### config.mk
export PLATFORM = sky130hd
export DESIGN_NAME = sgs_mul
export DESIGN_NICKNAME = d
export VERILOG_FILES = /design/src/rtl/core/selective_gram_schmidt_top_macros.svh /design/src/rtl/core/sgs_pkg.sv /design/src/rtl/core/sgs_mul.sv
export SDC_FILE = /design/constraint.sdc
export NUM_CORES = 2
export LEC_CHECK = 0
export BUFFER_PORTS_ARGS = -buffer_cell sky130_fd_sc_hd__buf_2
export CORE_ASPECT_RATIO = 2
export CORE_UTILIZATION = 60
export DETAILED_ROUTE_END_ITERATION = 10
export HOLD_SLACK_MARGIN = 0.15
export PLACE_DENSITY = 0.77
export SYNTH_ARGS = -nofsm -noshare
export SYNTH_HDL_FRONTEND = slang
export SYNTH_SLANG_ARGS = --single-unit
### constraint.sdc
create_clock -name aclk -period 12.7 [get_ports aclk]
set_input_delay 3.81 -clock aclk [delete_from_list [all_inputs] [get_ports aclk]]
set_output_delay 3.81 -clock aclk [all_outputs]
set_load 0.01 [all_outputs]
### src/rtl/core/selective_gram_schmidt_top_macros.svh
// Assertion macros shared by the selective Gram-Schmidt RTL
`ifndef SELECTIVE_GRAM_SCHMIDT_TOP_MACROS_SVH
`define SELECTIVE_GRAM_SCHMIDT_TOP_MACROS_SVH

// Same-cycle implication, disabled during reset
`define SGS_ASSERT_IMPL(name, clk, rstn, ante, cons, msg) \
    name: assert property (@(posedge clk) disable iff (!rstn) (ante) |-> (cons)) \
        else $error(msg);

// Next-cycle implication, disabled during reset
`define SGS_ASSERT_NEXT(name, clk, rstn, ante, cons, msg) \
    name: assert property (@(posedge clk) disable iff (!rstn) (ante) |=> (cons)) \
        else $error(msg);

`endif

### src/rtl/core/sgs_pkg.sv
// Shared constants, types and helpers for the selective Gram-Schmidt block
`default_nettype none

package sgs_pkg;

    localparam int DIM_MAX    = 8;
    localparam int FRAC_BITS  = 24;
    localparam int DATA_W     = 32;
    localparam int IDX_W      = $clog2(DIM_MAX);
    localparam int ADDR_W     = 2 * IDX_W;
    localparam int DIM_W      = 4;
    localparam int DIV_W      = DATA_W + FRAC_BITS;
    localparam int SQRT_STEPS = 32;
    localparam int CNT_W      = $clog2(DIV_W + 1);

    typedef enum logic [0:0] {
        OP_SQRT = 1'b0,
        OP_DIV  = 1'b1
    } arith_op_t;

    typedef struct packed {
        logic      start;
        arith_op_t op;
    } arith_req_t;

    // clamp a wide signed value to the signed 32-bit range
    function automatic logic signed [DATA_W-1:0] sat32(input logic signed [65:0] x);
        logic signed [65:0] hi;
        logic signed [65:0] lo;
        hi = 66'sd2147483647;
        lo = -66'sd2147483648;
        if (x > hi) begin
            sat32 = DATA_W'(hi);
        end else if (x < lo) begin
            sat32 = DATA_W'(lo);
        end else begin
            sat32 = DATA_W'(x);
        end
    endfunction

endpackage

`default_nettype wire

### src/rtl/core/sgs_mul.sv
// Shared registered signed 32x32 multiplier
`default_nettype none

module sgs_mul
    import sgs_pkg::*;
(
    input  wire logic                       aclk,
    input  wire logic signed [DATA_W-1:0]   mul_a,
    input  wire logic signed [DATA_W-1:0]   mul_b,
    output logic signed [2*DATA_W-1:0]      mul_p
);

    logic signed [2*DATA_W-1:0] prod_reg;

    // one product per cycle, result registered into the next cycle
    always_ff @(posedge aclk) begin
        prod_reg <= mul_a * mul_b;
    end

    assign mul_p = prod_reg;

endmodule

`default_nettype wire

==> impl_results.md <==
- Post-Syn Area per Cell: ~9.6 sq um
- Most frequent cells in the layout: fa_1 (1082), inv_1 (952), and2_1 (516), nand2_1 (511), ha_1 (184)
- Final Net Count: between 5000 and 6000
- Max reg flops: 64
- GPL Wtd Cong: between 0.9 and 1
- Multi-input gate area: between 30000 and 40000 sq um
- Slew headroom: around a third
- HPWL Detailed: around 91 mm
- I/O Pins: ~130
- H-tree levels: 3
- Commonest non-fill, non-tap cell in the layout: fa_1
- Row count: 128
- Clock-pin slew on the worst setup and hold paths: about 0.06 ns
- Worst hold-check path type: in -> reg
- DRC errors left: 0
- Dominant synthesized flop cell: dfxtp_1
- Cts hold-fix bufs: 0
- #FFs+latches synth: 64
- Max Cap Viol: 0
- Crit share post-route: between 90% and 100%
- WP data required: approximately 13 ns
- Asr flop ratio synth: 0%
- Buffers on Ports: roughly 130
- Post-synthesis cell area: 37200 sq um
- Status: complete, no violations
- Endpoint type of the worst setup path: register
- Largest net degree at the start of global routing: 33
- DR vias/cell: 5.92
- Core Util, Final: a little under two thirds
- Area Overhead vs Synth: 4.19%
- Cell variety after synth: 63
- Num CTS Buffers: 9
- # resized after CTS: 0
- Number of antenna violations at the first check in global routing: 11
- Hold path start: mul_a[0]
- Sequential area share after synthesis: under 10%
- Setup crit start kind: input port
- FILL cells: 5041
- Final hold vios: 0
- ANT nets after route: 0
- CP bufs+invs: 3
- RSZ-0062 raised after global routing: false
- Worst Setup SP: mul_b[4]
- CP Data Arrival Time: 12.21 ns
- Wirelength per Cell: roughly 24 um
- Die H: approximately 350 um
- Sink Count: 64
- Worst-margin pin slew: between 0.9 and 1 ns
- Core Area: 61200 sq um
- Post-synth EDFFs: 0
- Clk root buf: clkbuf_16
- Synth warn: 0
- Area leader, netlist: fa_1
- Setup bufs post-CTS: 0
- Via count: roughly 28000
- Total GRT Usage: 39.2%
- Largest cells by area after synthesis: fa_1 (58%), inv_1 (9.6%), and2_1 (8.7%), ha_1 (6.2%), nand2_1 (5.2%)
- Final wirelength: 113 mm
- CP Class: in -> reg
- Crit path time final: roughly 12 ns
- Crit-path most repeated cell: fa_1
- Worst-path cell chain: buf_2 > nand2_1 > fa_1 > fa_1 > fa_1 > fa_1 > inv_1 > fa_1 > ha_1 > fa_1 > fa_1 > ha_1 > a21oi_1 > nor2_1 > nor3_1 > o21ai_0 > a21oi_1 > o211ai_1 > buf_4 > a2111oi_1 > o21bai_1 > a21oi_1 > xnor2_1
- CP Max Fanout: 32
- Setup TNS: 0 ns
- Fraction of final layout cells sized beyond drive strength 1: 5.52%
- Gate Count Post-Synth: 3884
- Largest stage delay on the critical path: ~0.85 ns
- Die area: ~63000 sq um
- Register area: roughly 1300 sq um
- Initial Utilization: approximately three fifths
- Final Slew Violations: 0
- Synthesized net count: roughly 5200
- DR iter-0 viols: about 2200
- Grt ovf: 0
- Largest delay share family, worst path: adder cells
- Vias in the first global route: between 30000 and 40000
- Die W: 178 um
- CTS tree: built
- F_max: 0.0843 GHz
- Final setup viols: 0
- Synth top area share: between 50 and 60%
- First-pass GRT wire length: about 180 mm
- Slowest CP cell: a21oi_1
- Drt pass-1 iters: 6
- Clock buffer depth: 2
==> final cells by class <==
type,count,area share (%)
clock buffers,11,0.626
repair buffers,176,2.58
clock inverters,5,0.203
well taps,780,2.52
multi-input cells,2668,81.5
flip-flops and latches,64,3.30
diodes,6,0.0387
inverters,952,9.21
==> per-stage QoR <==
stage | cell area, sq um | worst slack, ns | cells | hold slack (ns)
floorplan | 37200 | 1.63 | 3884 | 3.94
global placement | 38500 | 0.694 | 4640 | 4.20
detailed placement | 38500 | 0.640 | 4640 | 4.20
CTS | 38800 | 1.03 | 4656 | 3.93
global route | 38800 | 0.534 | 4657 | 4.00
finish | 38800 | 0.832 | 4662 | 3.99
==> Yosys cell counts (all sizes together) (13+ instances only) <==
cell and count:
dfxtp 64, o21bai 15, and2 516, fa 1082, inv 952, o21ai 31
a21o 25, a21oi 68, ha 184, nand3 15, nor2 42, xor2 22
nand2 511, clkbuf 195, xnor2 53, a31oi 13
==> worst paths after layout <==
kind / to / slack (ns) / cells past startpoint
setup / recovery: mul_p[60] / 0.83 / 23
hold / removal: mul_p[0] / 3.99 / 2
==> logic make-up (layout without fill, tap and decap cells) <==
| logic type | after synthesis | after routing | synth area share (%) |
|---|---|---|---|
| flip-flops | 64 | 64 | 3.44 |
| other | 0 | 6 | 0 |
| AND/OR/NAND/NOR | 1134 | 1134 | 15.4 |
| AO/OA/AOI/OAI | 193 | 193 | 3.46 |
| XOR/XNOR | 75 | 75 | 1.76 |
| buffers and inverters | 1152 | 1144 | 11.6 |
| adder cells (fa/ha/maj) | 1266 | 1266 | 64.3 |
==> per-layer routing <==
metal,track usage (%),part of all wire [%],vias up
li1,-,-,11000
met1,36.8,27,14200
met2,65.8,51,1598
met3,10.2,7.6,761
met4,40.9,14,10
met5,0,0.067,-
Power is not shown: default switching activity piles up to over one toggle a cycle in this logic, so the estimate is an artifact.
