## src/rtl/core/selective_gram_schmidt_top_macros.svh

```systemverilog
// Assertion macros shared by the selective Gram-Schmidt RTL
`ifndef SELECTIVE_GRAM_SCHMIDT_TOP_MACROS_SVH
`define SELECTIVE_GRAM_SCHMIDT_TOP_MACROS_SVH

// Same-cycle implication, disabled during reset
`define SGS_ASSERT_IMPL(name, clk, rstn, ante, cons, msg) \
    name: assert property (@(posedge clk) disable iff (!rstn) (ante) |-> (cons)) \
        else $error(msg);

// Next-cycle implication, disabled during reset
`define SGS_ASSERT_NEXT(name, clk, rstn, ante, cons, msg) \
    name: assert property (@(posedge clk) disable iff (!rstn) (ante) |=> (cons)) \
        else $error(msg);

`endif

```

## src/rtl/core/sgs_pkg.sv

```systemverilog
// Shared constants, types and helpers for the selective Gram-Schmidt block
`default_nettype none

package sgs_pkg;

    localparam int DIM_MAX    = 8;
    localparam int FRAC_BITS  = 24;
    localparam int DATA_W     = 32;
    localparam int IDX_W      = $clog2(DIM_MAX);
    localparam int ADDR_W     = 2 * IDX_W;
    localparam int DIM_W      = 4;
    localparam int DIV_W      = DATA_W + FRAC_BITS;
    localparam int SQRT_STEPS = 32;
    localparam int CNT_W      = $clog2(DIV_W + 1);

    typedef enum logic [0:0] {
        OP_SQRT = 1'b0,
        OP_DIV  = 1'b1
    } arith_op_t;

    typedef struct packed {
        logic      start;
        arith_op_t op;
    } arith_req_t;

    // clamp a wide signed value to the signed 32-bit range
    function automatic logic signed [DATA_W-1:0] sat32(input logic signed [65:0] x);
        logic signed [65:0] hi;
        logic signed [65:0] lo;
        hi = 66'sd2147483647;
        lo = -66'sd2147483648;
        if (x > hi) begin
            sat32 = DATA_W'(hi);
        end else if (x < lo) begin
            sat32 = DATA_W'(lo);
        end else begin
            sat32 = DATA_W'(x);
        end
    endfunction

endpackage

`default_nettype wire

```

## src/rtl/core/sgs_arith.sv

```systemverilog
// Iterative unit: 64-bit integer square root and unsigned long division
`default_nettype none
`include "selective_gram_schmidt_top_macros.svh"

module sgs_arith
    import sgs_pkg::*;
(
    input  wire logic               aclk,
    input  wire logic               aresetn,
    input  wire arith_req_t         req,
    input  wire logic [63:0]        op_a,
    input  wire logic [DATA_W-1:0]  op_b,
    output logic                    done,
    output logic [63:0]             result
);

    logic             busy_reg;
    logic             done_reg;
    arith_op_t        op_reg;
    logic [CNT_W-1:0] cnt_reg;
    logic [63:0]      x_reg;
    logic [63:0]      r_reg;
    logic [63:0]      bit_reg;
    logic [DATA_W-1:0] rem_reg;
    logic [DATA_W-1:0] d_reg;

    logic [63:0]      sq_trial;
    logic [DATA_W:0]  rem_sh;
    logic             div_ge;

    // one root bit pair or one quotient bit per step
    always_comb begin
        sq_trial = r_reg + bit_reg;
        rem_sh   = {rem_reg, x_reg[DIV_W-1]};
        div_ge   = (rem_sh >= {1'b0, d_reg});
    end

    // control
    always_ff @(posedge aclk) begin
        if (!aresetn) begin
            busy_reg <= 1'b0;
            done_reg <= 1'b0;
            cnt_reg  <= '0;
        end else begin
            done_reg <= 1'b0;
            if (req.start && !busy_reg) begin
                busy_reg <= 1'b1;
                cnt_reg  <= (req.op == OP_SQRT) ? CNT_W'(SQRT_STEPS) : CNT_W'(DIV_W);
            end else if (busy_reg) begin
                cnt_reg <= cnt_reg - CNT_W'(1);
                if (cnt_reg == CNT_W'(1)) begin
                    busy_reg <= 1'b0;
                    done_reg <= 1'b1;
                end
            end
        end
    end

    // datapath
    always_ff @(posedge aclk) begin
        if (req.start && !busy_reg) begin
            op_reg  <= req.op;
            x_reg   <= op_a;
            r_reg   <= '0;
            bit_reg <= 64'd1 << 62;
            rem_reg <= '0;
            d_reg   <= op_b;
        end else if (busy_reg) begin
            case (op_reg)
                OP_SQRT: begin
                    if (x_reg >= sq_trial) begin
                        x_reg <= x_reg - sq_trial;
                        r_reg <= (r_reg >> 1) + bit_reg;
                    end else begin
                        r_reg <= r_reg >> 1;
                    end
                    bit_reg <= bit_reg >> 2;
                end
                OP_DIV: begin
                    rem_reg <= div_ge ? DATA_W'(rem_sh - {1'b0, d_reg}) : rem_sh[DATA_W-1:0];
                    x_reg   <= x_reg << 1;
                    r_reg   <= {r_reg[62:0], div_ge};
                end
                default: begin
                    r_reg <= r_reg;
                end
            endcase
        end
    end

    assign done   = done_reg;
    assign result = r_reg;

    `SGS_ASSERT_IMPL(a_start_idle, aclk, aresetn, req.start, !busy_reg, "arith start while busy")
    `SGS_ASSERT_NEXT(a_done_pulse, aclk, aresetn, done_reg, !done_reg, "arith done held")
    `SGS_ASSERT_IMPL(a_div_nonzero, aclk, aresetn, req.start && req.op == OP_DIV,
                     op_b != '0, "division by zero")

endmodule

`default_nettype wire

```

## config.mk

```make
export PLATFORM = sky130hd
export DESIGN_NAME = sgs_arith
export DESIGN_NICKNAME = d
export VERILOG_FILES = /design/src/rtl/core/sgs_pkg.sv /design/src/rtl/core/sgs_arith.sv
export VERILOG_INCLUDE_DIRS = /design/src /design/src/rtl/core
export SDC_FILE = /design/constraint.sdc
export NUM_CORES = 1
export LEC_CHECK = 0
export ABC_AREA = 1
export BUFFER_PORTS_ARGS = -buffer_cell sky130_fd_sc_hd__buf_2
export CAP_MARGIN = 10
export CORE_MARGIN = 2
export CORE_UTILIZATION = 45
export CTS_CLUSTER_SIZE = 20
export DETAILED_ROUTE_END_ITERATION = 10
export GPL_ROUTABILITY_DRIVEN = 0
export SLEW_MARGIN = 40
export SYNTH_ARGS = -nofsm -noshare
export SYNTH_HDL_FRONTEND = slang
export SYNTH_SLANG_ARGS = --single-unit
```

## constraint.sdc

```tcl
create_clock -name aclk -period 8 [get_ports aclk]
set_input_delay 0.4 -clock aclk [delete_from_list [all_inputs] [get_ports aclk]]
set_output_delay 0.4 -clock aclk [all_outputs]
set_load 0.02 [all_outputs]
```

==> results.md, run 1 <==
* Status: finished clean
* Count of input and output buffers at 164
* First-pass DRT Iterations at 8
* FF-to-FF Start: result[14]$_SDFFE_PP0P_
* Peak VDD IR at 203 µV
* TritonCTS buffer count at 30
* Syn_nets at around 4600
* Initial DRC Count at about 3200
* Power share of the clock group at 21.8%
* Commonest non-fill, non-tap cell in the layout: nand2_1
* Post-CTS Setup Repair Bufs at 0
* Worst min path class: in2reg
* Area grow syn2layout at 11.1%
* Seq/Total Area, Yosys at 22.3%
* Cells along the critical path: ha_1 -> nand2_1 -> o21ai_0 -> a21oi_1 -> nand2_1 -> a21boi_0 -> o21ai_0 -> a21oi_1 -> xor2_1 -> ha_1 -> nand2_1 -> nor2_1 -> inv_1 -> nor2_2 -> nand2_1 -> nor3_2 -> nand2_4 -> nand3_2 -> nand2_1 -> inv_2 -> buf_6
* Vias at 28500
* Pre-CTS setup slack at 2.35 ns
* Fin nets at 4696
* #FFs+latches synth at 233
* RSZ-0062 raised after global routing: false
* Grt total ovfl at 0
* Finish-stage setup viols at 0
* Fmax at roughly 0.17 GHz
* Design Area, Final at 28000 µm²
* Psw at around 3.1 mW
* ANT cells at 0
* Worst path slowest cell: dfxtp_1
* Critical Path AT at 6.04 ns
* Post-DP HPWL at between 70 and 80 mm
* Max cap viols at 0
* First-pass GRT wire length at ~150 mm
* Tcrit/Tclk final at between 70% and 80%
* Worst slew pin tran at 0.827 ns
* CTS max path bufs at 3
* Routed Antenna Nets at 0
* Post-synth cell types at 57
* Post-synthesis cell area at 25200 µm²
* Die footprint at 58000 µm²
* Post-layout util at 50.7%
* CTS Hold Bufs at 32
* Clock Sinks at 233
* Buffers & Inverters on Critical Path at 3
* Layout cells sized above 1 at 6.56%
* Min Tclk post-route at slightly below 6 ns
* Post-Layout Cell Count at 5202
* Cell Area, Placed at roughly 27000 µm²
* CP startpoint kind: flip-flop
* DR vias/cell at between 5 and 6
* Largest net degree at the start of global routing at 81
* Core outline area at 55300 µm²
* Crit-path most repeated cell: nand2_1
* Int Power at about 3.4 mW
* Comb power frac at 51.8%
* EDFF count, synth at 97
* Post-Syn Instances at 4292
* Worst Hold Path EP: op_reg$_DFFE_PP_
* Crit path max-delay family: simple AND/OR/NAND/NOR gates
* Initial Util at 45.6%
* Root Buffer: clkbuf_16
* Worst flop-to-flop path endpoint: x_reg[28]$_DFFE_PP_
* Syn_area_per_cell at 5.88 µm²
* Hold slack final at between 0.03 and 0.04 ns
* R2R depth at 21
* Most frequent cells in the layout: nand2_1, inv_1, nor2_1
* Min-delay src: req[0]
* FP Rows at 86
* Dpl cells at 5113
* CTS tree: yes
* Fin. Hold Viols at 0
* Setup ws final at 2.19 ns
* Seq pwr share at 26.4%
* Ys Warns at 0
* Filler cells at 6049
* Post-synth ARST share at 0%
* Main flop type after synthesis: dfxtp_1
* Final Power at 6.56 mW
* Flop2flop setup slack at roughly 2.2 ns
* Post-cts sizing count at 0
* Clock slew at reported path FFs at 0.06 ns
* # IOs at 165
* Fin Setup TNS at 0 ns
* Chip Height at ~240 µm
* Hold path depth at 1
* Sw Share at a little under half
* Critical path startpoint: result[14]$_SDFFE_PP0P_
* Crit Path Class: reg2reg
* Tot GR Track Use at approximately a third
* Critical path peak fanout at 64
* Drt wl/cell at 18.6 µm
* Max Slew Vio Count at 0
* WL final at 97.0 mm
* Max stage delay on crit path at roughly 0.65 ns
* Die W at ~240 µm
* H-Tree Depth at 1
* Rel. slew slack at 44.3%
* Initial antenna violation count at 0
* Worst Setup End Kind: flip-flop
* Worst-Skew Late Latency at roughly 0.62 ns
* Via count of the first global-routing pass at 25900
* Residual DRC at 0
* Leakage at 13.0 nW
* CP Data Required Time at 8.23 ns
* Worst Clk Skew at 0.0215 ns
* Power per cell area at 234 nW/µm²
==> final cells by class <==
class | count | area [µm²] | area share [%]
multi-input combinational | 3290 | 16700 | 59.4
sequential | 233 | 5640 | 20.1
inverter | 663 | 2490 | 8.88
timing repair buffer | 212 | 1280 | 4.58
tap | 748 | 936 | 3.34
clock buffer | 42 | 868 | 3.10
clock inverter | 14 | 166 | 0.594
==> synth_stat cells, drive strengths merged, types with 2 or more instances <==
| master | number | share of area, % |
|---|---|---|
| ha | 164 | 8.1 |
| o211ai | 16 | 0.48 |
| nor4 | 9 | 0.22 |
| nand3 | 324 | 6.7 |
| o21ai | 304 | 6.0 |
| nand2 | 1274 | 19 |
| dfxtp | 136 | 11 |
| a211oi | 5 | 0.15 |
| or2 | 20 | 0.50 |
| o21bai | 39 | 1.2 |
| inv | 662 | 9.8 |
| buf | 38 | 0.91 |
| o22ai | 65 | 1.6 |
| nand4 | 27 | 0.67 |
| nor3 | 50 | 1.0 |
| a21oi | 294 | 5.9 |
| and2 | 6 | 0.15 |
| a21o | 8 | 0.24 |
| fa | 2 | 0.16 |
| xnor2 | 46 | 1.6 |
| o21a | 9 | 0.27 |
| nand3b | 30 | 0.89 |
| xor2 | 79 | 2.7 |
| a31oi | 5 | 0.12 |
| a21boi | 5 | 0.15 |
| edfxtp | 97 | 12 |
| nor2 | 500 | 7.6 |
| clkbuf | 68 | 1.0 |
==> worst max path at each step <==
| stage | end | slack [ns] | cells after the start |
|---|---|---|---|
| after floorplan | x_reg[0]$_DFFE_PP_ | 2.85 | 25 |
| after global placement | x_reg[6]$_DFFE_PP_ | 2.24 | 21 |
| after detailed placement | x_reg[7]$_DFFE_PP_ | 2.35 | 21 |
| after CTS | x_reg[7]$_DFFE_PP_ | 2.34 | 21 |
| after global routing | x_reg[28]$_DFFE_PP_ | 1.88 | 24 |
| final | x_reg[28]$_DFFE_PP_ | 2.19 | 21 |
==> kinds of logic (layout without fill, tap and decap cells) <==
family                   after synthesis  in the layout  share of synthesized area, %
buffers and inverters                769            931                          11.8
AO/OA/AOI/OAI                        756            756                          16.3
AND/OR/NAND/NOR                     2243           2243                          36.9
flip-flops                           233            233                          22.3
XOR/XNOR                             125            125                          4.34
adder cells (fa/ha/maj)              166            166                          8.29
==> power groups by stage <==
| stage | registers [mW] | logic (mW) | clock network, mW |
|---|---|---|---|
| detailed placement | 1.74 | 3.29 | 0 |
| global route | 1.75 | 3.79 | 1.49 |
| CTS | 1.72 | 3.31 | 1.45 |
| floorplan | 1.65 | 2.45 | 0 |
| finish | 1.73 | 3.40 | 1.43 |
| global placement | 1.74 | 3.28 | 0 |
==> per-layer routing <==
layer	global-route usage [%]	vias up	part of all wire, %
li1	-	14200	-
met1	48.1	13000	46
met2	50.3	1199	42
met3	4.16	158	8.2
met4	9.76	0	3.4
met5	0	-	0
Note: power is estimated with default switching activity, not from simulation.
==> inputs of run 2 (changes only) <==
==> constraint.sdc (replaced) <==
create_clock -name aclk -period 5.95 [get_ports aclk]
set_input_delay 0.2975 -clock aclk [delete_from_list [all_inputs] [get_ports aclk]]
set_output_delay 0.2975 -clock aclk [all_outputs]
set_load 0.02 [all_outputs]
==> results.md, run 2 (synthesized netlist as in run 1, its figures left out) <==
* WL final at 97.7 mm (+0.72%)
* Flop2flop setup slack at 0.41 ns (-1.78 ns)
* Die W at 241 µm (unchanged)
* Rel. slew slack at 41.2% (-3.0 points)
* Critical Path Stages at 20 (-4.8%)
* Leakage at 13.2 nW (+1.3%)
* Worst Setup EP: result[44]$_SDFFE_PP0P_
* DR vias/cell at 5.43 (-0.89%)
* Clock Sinks at 233 (unchanged)
* Post-cts sizing count at 0 (unchanged)
* R2R depth at 20 (-4.8%)
* Max cap viols at 0 (unchanged)
* Residual DRC at 0 (unchanged)
* Critical Path AT at 6.07 ns (+0.03 ns)
* FP Rows at 86 (unchanged)
* Finish-stage setup viols at 0 (unchanged)
* Tcrit/Tclk final at 93.1% (+21 points)
* Worst Clk Skew at 0.0257 ns (+0.00417 ns)
* Max stage delay on crit path at 0.58 ns (-0.07 ns)
* Peak VDD IR at 234 µV (+16%)
* Worst-Skew Late Latency at 0.61 ns (about the same)
* CTS Hold Bufs at 63 (+97%)
* Multi-input gate area at 16700 µm² (unchanged)
* Fin. Hold Viols at 0 (unchanged)
* Setup ws final at 0.411 ns (-1.78 ns)
* Chip Height at 241 µm (unchanged)
* Hold slack final at 0.0179 ns (-0.0143 ns)
* CTS max path bufs at 3 (unchanged)
* CP startpoint kind: flip-flop
* ANT cells at 0 (unchanged)
* Crit Path Class: reg2reg
* Crit path max-delay family: simple AND/OR/NAND/NOR gates
* Critical path peak fanout at 51 (-20%)
* First-pass GRT wire length at 149 mm (+0.70%)
* Initial Util at 45.6% (unchanged)
* Worst Setup End Kind: flip-flop
* Status: finished clean
* Worst path slowest cell: dfxtp_1
* Post-DP HPWL at 78.7 mm (+0.87%)
* Fin Setup TNS at 0 ns (unchanged)
* Worst slew pin tran at 0.882 ns (+0.0545 ns)
* Tot GR Track Use at 33.0% (+0.14 points)
* Crit-path most repeated cell: nor2_1
* Buffers & Inverters on Critical Path at 0 (-3)
* Power per cell area at 303 nW/µm² (+30%)
* Filler cells at 6048 (-0.017%)
* FF-to-FF Start: result[10]$_SDFFE_PP0P_
* RSZ-0062 raised after global routing: false
* Core outline area at 55300 µm² (unchanged)
* Largest net degree at the start of global routing at 79 (-2.5%)
* Die footprint at 58000 µm² (unchanged)
* Max Slew Vio Count at 0 (unchanged)
* Pre-CTS setup slack at 0.648 ns (-1.70 ns)
* Via count of the first global-routing pass at 26300 (+1.4%)
* Fin nets at 4747 (+1.1%)
* Root Buffer: clkbuf_16
* Critical path startpoint: result[10]$_SDFFE_PP0P_
* Initial antenna violation count at 0 (unchanged)
* Layout cells sized above 1 at 6.84% (+0.28 points)
* Fmax at 0.181 GHz (+4.8%)
* Cells along the critical path: ha_1 -> nand2_1 -> nor2_1 -> nand3_1 -> o21ai_1 -> a21oi_1 -> xor2_1 -> ha_1 -> nand2_1 -> nor2_1 -> nand2_1 -> nor2_1 -> nand4_1 -> nand3_2 -> nand2_4 -> nand2_8 -> nand2_4 -> a21oi_1 -> nor2_1 -> nor2_1
* Count of input and output buffers at 164 (unchanged)
* Most frequent cells in the layout: nand2_1, inv_1, nor2_1
* Routed Antenna Nets at 0 (unchanged)
* Grt total ovfl at 0 (unchanged)
* Worst flop-to-flop path endpoint: result[44]$_SDFFE_PP0P_
* Drt wl/cell at 18.6 µm (-0.22%)
* Commonest non-fill, non-tap cell in the layout: nand2_1
* Area grow syn2layout at 12.2%
* Min Tclk post-route at 5.54 ns (-0.267 ns)
* Initial DRC Count at 2917 (-7.8%)
* First-pass DRT Iterations at 6 (-2)
* Post-CTS Setup Repair Bufs at 0 (unchanged)
* Worst min path class: in2reg
* Clock slew at reported path FFs at 0.06 ns (about the same)
* CTS tree: yes
* TritonCTS buffer count at 28 (-6.7%)
* # IOs at 165 (unchanged)
* Register area at 5640 µm² (unchanged)
* Vias at 28500 (+0.046%)
* CP Data Required Time at 6.48 ns (-1.75 ns)
* H-Tree Depth at 1 (unchanged)
==> run 2: cell count changes in the layout (fill, tap and decap cells not counted), moves of 3 or more <==
cell	change
clkinv_1	+3
clkinv_2	+5
buf_4	+23
dlygate4sd3_1	+31
clkbuf_16	-4
==> run 2: worst reg2reg max path: stages, from the launching register on <==
cell and delay (ns):
dfxtp_1 0.58, ha_1 0.30, nand2_1 0.11, nor2_1 0.27
nand3_1 0.11, o21ai_1 0.49, a21oi_1 0.33, xor2_1 0.25
ha_1 0.45, nand2_1 0.13, nor2_1 0.23, nand2_1 0.16
nor2_1 0.22, nand4_1 0.27, nand3_2 0.19, nand2_4 0.27
nand2_8 0.47, nand2_4 0.27, a21oi_1 0.22, nor2_1 0.07
nor2_1 0.10
==> run 2: area by class of cell <==
cell class	instances	area share [%]
well taps	748	3.30
multi-input cells	3290	58.8
repair buffers	265	6.21
inverters	663	8.79
flip-flops and latches	233	19.9
clock inverters	15	0.314
clock buffers	37	2.70
==> run 2: per-layer routing <==
metal,vias up,part of all wire [%],global-route usage (%)
li1,14200,-,-
met1,12900,47,48.3
met2,1159,42,50.4
met3,170,7.7,3.58
met4,0,3.7,11.0
met5,-,0,0
==> run 2: where the power goes <==
group / switching, mW / leakage (nW) / total, mW / internal [mW]
clock network: 0.766 / 0.425 / 1.67 / 0.902
registers: 0.290 / 2.07 / 2.29 / 2.00
logic: 3.10 / 10.7 / 4.62 / 1.53
==> run 2: worst min path at each step <==
| stage | from | to | slack, ns | cells past startpoint |
|---|---|---|---|---|
| after floorplan | op_b[0] | d_reg[0]$_DFFE_PP_ | 0.40 | 0 |
| after global placement | cnt_reg[1]$_SDFFE_PN0P_ | cnt_reg[1]$_SDFFE_PN0P_ | 0.47 | 2 |
| after detailed placement | op_b[10] | d_reg[10]$_DFFE_PP_ | 0.48 | 1 |
| after CTS | op_a[56] | x_reg[56]$_DFFE_PP_ | 0.002 | 3 |
| after global routing | op_a[45] | x_reg[45]$_DFFE_PP_ | 0.02 | 3 |
| final | op_a[45] | x_reg[45]$_DFFE_PP_ | 0.02 | 3 |
==> run 2: stage by stage <==
| stage | power [mW] | instances | area (µm²) | util [%] |
|---|---|---|---|---|
| after detailed placement | 6.75 | 5136 | 26800 | 48.5 |
| final | 8.58 | 5251 | 28300 | 51.2 |
| after global placement | 6.74 | 5135 | 26800 | 48.5 |
| after global routing | 9.18 | 5251 | 28300 | 51.2 |
| after CTS | 8.47 | 5251 | 28300 | 51.2 |
| after floorplan | 5.52 | 4292 | 25200 | - |
